$ cat config.mk
export PLATFORM = sky130hd
export DESIGN_NAME = tcd_state
export DESIGN_NICKNAME = d
export VERILOG_FILES = /design/src/design/tcd_pkg.sv /design/src/design/tcd_state.sv
export SDC_FILE = /design/constraint.sdc
export NUM_CORES = 1
export LEC_CHECK = 0
export BUFFER_PORTS_ARGS = -buffer_cell sky130_fd_sc_hd__buf_2
export CAP_MARGIN = 20
export CORE_MARGIN = 10
export CORE_UTILIZATION = 50
export DETAILED_ROUTE_END_ITERATION = 12
export HOLD_SLACK_MARGIN = 0.12
export PLACE_DENSITY = 0.7
export SLEW_MARGIN = 20
export SYNTH_ARGS = -nofsm -noshare
export SYNTH_HDL_FRONTEND = slang
export SYNTH_SLANG_ARGS = --single-unit
$ cat constraint.sdc
create_clock -name clock -period 5.35 [get_ports clock]
set_input_delay 0.8025 -clock clock [delete_from_list [all_inputs] [get_ports clock]]
set_output_delay 0.8025 -clock clock [all_outputs]
set_load 0.005 [all_outputs]
$ cat src/design/tcd_pkg.sv
package tcd_pkg;

   localparam int SAMPLE_W = 16;
   localparam int MEAN_W   = 25;   // Q16.8 signed
   localparam int RATE_W   = 17;   // Q1.16, 65536 = 1.0
   localparam int DEV_W    = 16;
   localparam int AXIS_W   = 2;
   localparam int CSR_IDX_W = 1;
   localparam int CSR_DATA_W = 17;

   // register indexes
   localparam logic [CSR_IDX_W-1:0] REG_DEV_THR  = 1'd0;
   localparam logic [CSR_IDX_W-1:0] REG_RATE_THR = 1'd1;

   localparam logic [15:0] DEV_THR_RESET  = 16'd1000;
   localparam logic [16:0] RATE_THR_RESET = 17'd32768;

   // averaging weights
   localparam int MEAN_KEEP = 49;
   localparam int RATE_KEEP = 9;

   // floor(x/25) = (x * DIV25_MUL) >> DIV25_SHIFT, exact for x < 2^30
   localparam logic [28:0] DIV25_MUL   = 29'd343597384;
   localparam int          DIV25_SHIFT = 33;
   // floor(x/5) = (x * DIV5_MUL) >> DIV5_SHIFT, exact for x < 699050
   localparam logic [18:0] DIV5_MUL    = 19'd419431;
   localparam int          DIV5_SHIFT  = 21;

   typedef logic signed [SAMPLE_W-1:0] sample_type;
   typedef logic signed [MEAN_W-1:0]   mean_type;
   typedef logic [RATE_W-1:0]          rate_type;
   typedef logic [DEV_W-1:0]           dev_type;

   typedef struct packed {
      mean_type mean;
      rate_type rate;
   } axis_state_type;

   typedef struct packed {
      logic    touch;
      logic    collide;
      dev_type deviation;
   } result_type;

endpackage

$ cat src/design/tcd_state.sv
module tcd_state #(
   parameter int AXES = 3,
   parameter int IDX_W = 2
) (
   input  logic                    clock,
   input  logic                    reset,
   input  logic [IDX_W-1:0]        rd_idx,
   input  logic                    upd_en,
   input  tcd_pkg::axis_state_type upd_val,
   output tcd_pkg::axis_state_type rd_val
);
   import tcd_pkg::*;

   axis_state_type state_ff [AXES];

   assign rd_val = state_ff[rd_idx];

   always_ff @(posedge clock) begin
      if (reset) begin
         for (int i = 0; i < AXES; i++) begin
            state_ff[i] <= '0;
         end
      end else if (upd_en) begin
         state_ff[rd_idx] <= upd_val;
      end
   end

endmodule

==> results.json, run 1 <==
{
  "run_status": "finished, final reports clean",
  "ys.warnings.count": 0,
  "synth_edf_count": 168,
  "critical_path_class": "primary input to output port",
  "synth-seq-cells": 168,
  "grt_pass1_wl_mm": 24.2,
  "switching_power_mw": 0.661,
  "tritoncts": "built",
  "critPathRequiredTime_ps": 4550,
  "coreArea_mm2": 0.0139,
  "fin_tns_setup_ps": 0,
  "crit_start": "rd_idx[1]",
  "numCtsBuffers": 17,
  "finalWirelength_mm": 15.2,
  "path_buf_inv": 3,
  "cts_buffer_depth": 2,
  "internal_power_mw": 2.47,
  "root_buffer": "clkbuf_16",
  "power.total_mw": 3.13,
  "io_buffers": 88,
  "grt.overflow.total": 0,
  "ant_nets": 0,
  "finalHoldViolCount": 0,
  "min-delay-start": "upd_val[40]",
  "drtIter0Drc": 416,
  "peakVddDrop_uv": 246,
  "crit_path_frequent_cell": "buf_2",
  "largest_register_ffs": 168,
  "first_pass_iters": 4,
  "arrival_ps": 2330,
  "cts.sink_count": 168,
  "slowest_stage": "buf_2",
  "grt_use_total": 0.161,
  "max_freq_mhz": 319,
  "dp_slack_ps": 1960,
  "comb_power_share": 0.079,
  "setup_viol_count_final": 0,
  "ys_seq_area_frac": 0.712,
  "p_per_area_mw_per_mm2": 379,
  "cts_setup_buffers": 0,
  "hold_end": "state_ff[3][40]$_DFFE_PP_",
  "worst_pin_slew_ps": 962,
  "place_hpwl_mm": 8.88,
  "switching_share": 0.211,
  "power_frac_seq": 0.496,
  "cp_top_family": "buffers and inverters",
  "cts_resized": 0,
  "ctsHtreeMaxLevel": 4,
  "async_reset_ff_frac": 0,
  "cp-end-kind": "output port",
  "die-width_um": 139,
  "drcViolationCount": 0,
  "syn_inst": 421,
  "synth_cell_types": 15,
  "diodes": 0,
  "grt_pass1_vias": 4302,
  "start_kind": "primary input",
  "cp_max_fo": 31,
  "max_stage_delay_ps": 610,
  "max_flop_register": "state_ff",
  "chipHeight_um": 139,
  "clk_pin_slew_worst_paths_ps": 70,
  "gp_congestion": 0.733,
  "timing.final.crit_share": 0.586,
  "layout.cells.most_common": "edfxtp_1",
  "dr_total_vias": 3857,
  "final_cell_mix": "edfxtp_1 (168), nor2_1 (126), buf_2 (87)",
  "drv_cap": 0,
  "synthFlopType": "edfxtp_1",
  "setup_slack_ps": 2210,
  "drive_gt1_frac": 0.343,
  "ios": 89,
  "vias_per_cell": 5.54,
  "core.rowCount": 43,
  "slew_headroom": 0.357,
  "crit_chain": "buf_2 > buf_4 > mux4_2 > buf_2",
  "rsz0062_at_grt": "false",
  "avgSynthCellArea_um2": 16.8,
  "clock_power_share": 0.425,
  "postCtsHoldBufs": 0,
  "wl_per_cell_um": 21.8,
  "report.final.slew_viol_count": 0,
  "reg_top3": "state_ff x168",
  "die_area_mm2": 0.0193,
  "syn2layout_area_growth_pct": 16.6,
  "fin_crit_ps": 3140,
  "synth_fp_nets": 468,
  "netlist_area_mm2": 0.00708,
  "hp-class": "primary input to register",
  "fin_nets": 550,
  "grt_max_degree": 47,
  "antenna_found_initial": 0,
  "p_leak_nw": 2.86,
  "worstHoldPathCells": 1,
  "initial_core_util": 0.510
}
## cells by family after synthesis
logic type	after synthesis	share of synthesized area
compound gates	3	0.00318
buf+inv	35	0.0360
flops	168	0.712
mux	42	0.134
simple gates	173	0.115
## power by group through the flow
stage          sequential (mW)  combinational (mW)  clock [mW]
4_1_cts                   1.56               0.253        1.35
6_report                  1.56               0.247        1.33
5_1_grt                   1.56               0.270        1.40
3_3_place_gp              1.58               0.249           0
2_1_floorplan             1.58               0.156           0
3_5_place_dp              1.58               0.252           0
## metrics by stage
step	utilization	instances	instance area, um^2	hold slack (ps)
final	0.595	696	8260	562
after global routing	0.595	696	8260	556
after CTS	0.595	696	8260	551
after detailed placement	0.548	664	7610	996
after global placement	0.548	664	7610	995
after floorplan	-	421	7080	901
## worst max-delay path by stage
| stage | to | depth (start not counted) |
|---|---|---|
| after floorplan | state_ff[3][0]$_DFFE_PP_ | 4 |
| after global placement | state_ff[0][4]$_SDFFCE_PN0P_ | 4 |
| after detailed placement | state_ff[0][6]$_SDFFCE_PN0P_ | 4 |
| after CTS | rd_val[31] | 4 |
| after global routing | rd_val[18] | 3 |
| final | rd_val[31] | 4 |
## area by class of cell
class                      instances  area [um^2]
inverter                           1         3.75
fill                            1045         5620
sequential                       168         5040
tap                              180          225
clock inverter                    15          224
multi-input combinational        218         1830
timing repair buffer              97          510
clock buffer                      17          425
## per-layer routing
metal | track usage | vias to the layer above | routed length (um)
met5 | 0 | - | 0
met2 | 0.277 | 143 | 8070
li1 | - | 1768 | -
met4 | 0.0697 | 0 | 303
met1 | 0.187 | 1927 | 5820
met3 | 0.0401 | 19 | 984
## synthesized netlist by cell type, types with 2 or more instances
master | number | area [um^2]
buf_6 | 5 | 56.3
clkbuf_1 | 7 | 26.3
mux4_2 | 42 | 946
nor2_1 | 126 | 473
buf_12 | 4 | 80.1
buf_2 | 17 | 85.1
edfxtp_1 | 168 | 5040
nand3b_1 | 42 | 315
o21bai_1 | 3 | 22.5
nand2b_1 | 2 | 12.5
Note: power is estimated with default switching activity, not from simulation.
==> run 2: changes to the inputs <==
--- a/config.mk
+++ b/config.mk
@@ -5,13 +5,14 @@
 export SDC_FILE = /design/constraint.sdc
 export NUM_CORES = 1
 export LEC_CHECK = 0
+export ABC_AREA = 1
 export BUFFER_PORTS_ARGS = -buffer_cell sky130_fd_sc_hd__buf_2
 export CAP_MARGIN = 20
 export CORE_MARGIN = 10
 export CORE_UTILIZATION = 50
 export DETAILED_ROUTE_END_ITERATION = 12
 export HOLD_SLACK_MARGIN = 0.12
-export PLACE_DENSITY = 0.7
+export PLACE_DENSITY = 0.73
 export SLEW_MARGIN = 20
 export SYNTH_ARGS = -nofsm -noshare
 export SYNTH_HDL_FRONTEND = slang
==> constraint.sdc (replaced) <==
create_clock -name clock -period 2.6 [get_ports clock]
set_input_delay 0.39 -clock clock [delete_from_list [all_inputs] [get_ports clock]]
set_output_delay 0.39 -clock clock [all_outputs]
set_load 0.005 [all_outputs]
==> run 2 against run 1 <==
Compared with the run above: design area is 4.9% higher; clock power is 62% higher; global-route usage is 0.27 points higher; area after synthesis is 7.8% higher; first-iteration DRC count is 4.1% higher; sequential power is 100% higher; critical endpoint is now rd_val[21]; highest routed layer unchanged.
==> results.json, run 2 <==
{
  "max_stage_delay_ps": 470,
  "wl_per_cell_um": 15.6,
  "min-delay-start": "upd_val[12]",
  "synth_largest_area_cell": "edfxtp_1",
  "die-width_um": 144,
  "ys.warnings.count": 0,
  "grt.overflow.total": 0,
  "synthFlopType": "edfxtp_1",
  "synth_cell_types": 14,
  "ctsHtreeMaxLevel": 4,
  "cp-end-kind": "output port",
  "synth_edf_count": 168,
  "first_pass_iters": 5,
  "initial_core_util": 0.506,
  "max_freq_mhz": 475,
  "antenna_found_initial": 0,
  "place_area_mm2": 0.00817,
  "layout.cells.most_common": "nand2_1",
  "worstHoldPathCells": 1,
  "crit_path_frequent_cell": "nand2_1",
  "die_area_mm2": 0.0206,
  "grt_pass1_wl_mm": 26.1,
  "coreArea_mm2": 0.0151,
  "slowest_stage": "buf_4",
  "drive_gt1_frac": 0.223,
  "drtIter0Drc": 433,
  "hold_end": "state_ff[3][12]$_DFFE_PP_",
  "numCtsBuffers": 17,
  "setup_viol_count_final": 0,
  "critical_path_class": "primary input to output port",
  "rsz0062_at_grt": "false",
  "syn2layout_area_growth_pct": 13.5,
  "final_core_util": 0.574,
  "start_kind": "primary input",
  "peakVddDrop_uv": 473,
  "finalHoldViolCount": 0,
  "ios": 89,
  "ant_nets": 0,
  "postCtsHoldBufs": 0,
  "final_cell_area_mm2": 0.00867,
  "cp_max_fo": 50,
  "drcViolationCount": 0,
  "io_buffers": 88,
  "grt_max_degree": 51,
  "crit_chain": "buf_4 > inv_4 > buf_4 > nand2_1 > nand2_1 > nand2_1 > nand2_1 > buf_2",
  "root_buffer": "clkbuf_16",
  "fin_tns_setup_ps": 0,
  "path_buf_inv": 4,
  "synth_top_cell_area_share": 0.661,
  "fin_nets": 902,
  "dr_total_vias": 5269,
  "clk_pin_slew_worst_paths_ps": 60,
  "gp_congestion": 0.747,
  "synth_fp_nets": 817,
  "p_leak_nw": 3.96,
  "timing.final.crit_share": 0.809,
  "grt_pass1_vias": 5189,
  "tritoncts": "built",
  "cts_buffer_depth": 2,
  "core.rowCount": 45,
  "place_hpwl_mm": 9.99,
  "ys_seq_area_frac": 0.661,
  "run_status": "finished, final reports clean",
  "yosysMostFrequentCell": "nand2_1",
  "reg_top3": "state_ff x168",
  "max_flop_register": "state_ff",
  "grt_use_total": 0.164,
  "report.final.slew_viol_count": 0,
  "cts_setup_buffers": 0,
  "critPathRequiredTime_ps": 2210,
  "final_cell_mix": "nand2_1 (379), edfxtp_1 (168), buf_2 (87)",
  "finalWirelength_mm": 16.4,
  "synth_common_cells": "nand2_1 (382), edfxtp_1 (168), nor2_1 (78), nor2_2 (52), inv_1 (44)",
  "cp_top_family": "buffers and inverters",
  "avgSynthCellArea_um2": 9.92,
  "cts_resized": 0,
  "p_per_area_mw_per_mm2": 679,
  "fin_crit_ps": 2100,
  "synth-seq-cells": 168,
  "arrival_ps": 1710,
  "cp_num_cells": 8,
  "vias_per_cell": 4.99,
  "async_reset_ff_frac": 0,
  "worst_pin_slew_ps": 599,
  "synth_area_leaders": "edfxtp_1 (66%), nand2_1 (19%), nor2_2 (4.3%)",
  "slew_headroom": 0.601,
  "largest_register_ffs": 168,
  "hp-class": "primary input to register",
  "chipHeight_um": 144,
  "diodes": 0,
  "cts.sink_count": 168,
  "netlist_area_mm2": 0.00764,
  "syn_inst": 770,
  "drv_cap": 0
}
run 2: cell count changes after synthesis, sizes merged, moves of 4 or more:
cell / change
inv: +45
buf: +10
nand2: +384
nor2: +4
nand3b: -42
mux4: -42
clkbuf: -4
run 2: cell type report:
class	count	area (um^2)
Fill cell	1296	6420
Sequential cell	168	5040
Multi-Input combinational cell	516	2100
Timing Repair Buffer	106	616
Clock buffer	20	437
Tap cell	188	235
Inverter	46	175
Clock inverter	11	60.1
run 2: kinds of logic after synthesis:
| kind of cell | after synthesis | share of synthesized area |
|---|---|---|
| buffers and inverters | 86 | 0.0677 |
| and+or+nand+nor | 516 | 0.272 |
| DFF | 168 | 0.661 |
run 2: report_power, final:
group | total [mW] | internal (mW) | switching [mW]
Clock | 2.15 | 1.19 | 0.951
Combinational | 0.547 | 0.183 | 0.365
Sequential | 3.19 | 3.15 | 0.0394
run 2: metrics by stage:
stage                     worst slack (ps)  power [mW]  hold WS, ps  instances
after floorplan                        323        3.59          489        770
after global placement                 525        3.79          581       1024
after detailed placement               511        3.80          583       1024
after CTS                              512        5.91          143       1055
after global routing                   366        6.12          142       1055
final                                  497        5.88          152       1055
run 2: worst max path at each step:
stage	start	to	slack (ps)
final	rd_idx[0]	rd_val[21]	500
after global routing	rd_idx[0]	rd_val[21]	370
after CTS	rd_idx[0]	rd_val[21]	510
after detailed placement	rd_idx[0]	state_ff[3][15]$_DFFE_PP_	510
after global placement	rd_idx[0]	state_ff[3][18]$_DFFE_PP_	530
after floorplan	rd_idx[0]	state_ff[3][0]$_DFFE_PP_	320
run 2: layer usage:
layer / GRT usage / wire [um] / up-vias
met3: 0.0452 / 1190 / 21
met5: 0 / 0 / -
met1: 0.200 / 6870 / 2487
met2: 0.275 / 8150 / 178
li1: - / - / 2583
met4: 0.0527 / 224 / 0
==> run 3: changes to the inputs <==
==> constraint.sdc (replaced) <==
create_clock -name clock -period 1.7 [get_ports clock]
set_input_delay 0.255 -clock clock [delete_from_list [all_inputs] [get_ports clock]]
set_output_delay 0.255 -clock clock [all_outputs]
set_load 0.005 [all_outputs]
==> run 3 against run 2 <==
Compared with the run above: wire length grew 1.7%; setup slack lost 260 ps; utilization grew 4.5 points; via count grew 0.80%; sequential power grew 53%; first-iteration DRC count shrank 30%; clock power grew 70%; sequential cell count is the same; worst hold slack gained 230 ps.
==> results.json, run 3 (synthesis gave the netlist of run 2 again) <==
{
  "grt_pass1_wl_mm": 27.0,
  "placedCellCount": 1033,
  "ant_nets": 0,
  "dr_total_vias": 5311,
  "root_buffer": "clkbuf_16",
  "ctsHtreeMaxLevel": 4,
  "p_per_area_mw_per_mm2": 1020,
  "syn2layout_area_growth_pct": 22.5,
  "drtIter0Drc": 302,
  "reg_top3": "state_ff x168",
  "cp-end-kind": "output port",
  "coreArea_mm2": 0.0151,
  "switching_power_mw": 2.15,
  "start_kind": "register",
  "largest_register_ffs": 168,
  "power_frac_seq": 0.514,
  "peakVddDrop_uv": 555,
  "crit_start": "state_ff[3][11]$_DFFE_PP_",
  "clock_power_share": 0.386,
  "layout.cells.most_common": "nand2_1",
  "hp-class": "primary input to register",
  "fillers": 1276,
  "place_hpwl_mm": 10.7,
  "first_pass_iters": 5,
  "grt.overflow.total": 0,
  "core.rowCount": 45,
  "finalHoldViolCount": 0,
  "switching_share": 0.226,
  "cts.sink_count": 168,
  "internal_power_mw": 7.34,
  "max_freq_mhz": 682,
  "wl_per_cell_um": 15.1,
  "chipHeight_um": 144,
  "comb_power_share": 0.101,
  "ios": 89,
  "run_status": "finished, final reports clean",
  "gp_congestion": 0.775,
  "critPathRequiredTime_ps": 1440,
  "rsz0062_at_grt": "false",
  "diodes": 0,
  "fin_crit_ps": 1470,
  "slew_headroom": 0.762,
  "final_cell_count_no_fill": 1107,
  "cts_buffer_depth": 2,
  "drcViolationCount": 0,
  "grt_use_total": 0.169,
  "finalWirelength_mm": 16.7,
  "io_buffers": 88,
  "report.final.slew_viol_count": 0,
  "cts_setup_buffers": 0,
  "numCtsBuffers": 17,
  "final_cell_mix": "nand2_1 (378), edfxtp_1 (168), buf_2 (87)",
  "timing.final.crit_share": 0.862,
  "worst_pin_slew_ps": 357,
  "fin_nets": 953,
  "initial_core_util": 0.506,
  "antenna_found_initial": 0,
  "max_flop_register": "state_ff",
  "arrival_ps": 1210,
  "drv_cap": 0,
  "die_area_mm2": 0.0206,
  "cp_max_fo": 1,
  "grt_pass1_vias": 5454,
  "grt_max_degree": 43,
  "cp-endpoint": "rd_val[11]",
  "critical_path_class": "register to output port",
  "drive_gt1_frac": 0.222,
  "tritoncts": "built",
  "die-width_um": 144,
  "vias_per_cell": 4.80,
  "setup_viol_count_final": 0,
  "power.total_mw": 9.49,
  "clk_pin_slew_worst_paths_ps": 60,
  "p_leak_nw": 4.25
}
run 3: per-layer routing:
metal,vias up,track usage,wire [um]
met5,-,0,0
met4,0,0.0586,235
met3,19,0.0373,936
met2,134,0.297,8700
met1,2469,0.200,6850
li1,2689,-,-
run 3: worst max-delay path: stages (launching register included):
cell and delay [ps]:
edfxtp_1 380, nand2_1 80, nand2_1 50, nand2_1 50
nand2_1 80, buf_2 140
run 3: power by group through the flow:
stage                     Combinational, mW  Sequential [mW]  Clock, mW
after CTS                             0.978             4.88       3.71
after floorplan                       0.537             4.95          0
after global routing                   1.08             4.89       3.90
after detailed placement              0.898             4.96          0
after global placement                0.882             4.96          0
final                                 0.955             4.88       3.66
run 3: how the worst min path moves through the flow:
stage / slack [ps] / endpoint / cells after the start / startpoint
5_1_grt: 370 / state_ff[3][38]$_DFFE_PP_ / 3 / reset
2_1_floorplan: 350 / state_ff[3][0]$_DFFE_PP_ / 0 / upd_val[0]
3_3_place_gp: 450 / state_ff[3][4]$_DFFE_PP_ / 1 / upd_val[4]
3_5_place_dp: 450 / state_ff[3][8]$_DFFE_PP_ / 1 / upd_val[8]
6_report: 380 / state_ff[3][31]$_DFFE_PP_ / 3 / reset
4_1_cts: 370 / state_ff[3][40]$_DFFE_PP_ / 3 / reset
run 3: area by class of cell:
type                       instances  area (um^2)  share of cell area
sequential                       168         5040               0.539
multi-input combinational        516         2120               0.226
timing repair buffer             157         1220               0.130
clock buffer                      19          433              0.0463
tap                              188          235              0.0252
inverter                          46          175              0.0187
clock inverter                    13          131              0.0140
run 3: metrics by stage:
| stage | instance area (um^2) | setup TNS, ps | hold slack [ps] | utilization | worst slack, ps |
|---|---|---|---|---|---|
| 6_report | 9350 | 0 | 380 | 0.620 | 235 |
| 5_1_grt | 9350 | 0 | 374 | 0.620 | 151 |
| 4_1_cts | 9350 | 0 | 371 | 0.620 | 231 |
| 3_5_place_dp | 8370 | 0 | 448 | 0.555 | 186 |
| 3_3_place_gp | 8370 | 0 | 447 | 0.555 | 208 |
| 2_1_floorplan | 7680 | -18200 | 354 | - | -433 |
run 3: repair_timing:
action                    in CTS  in global routing
hold buffers                  42                  0
gates resized for setup        0                  0
hold endpoints to repair      42                  0
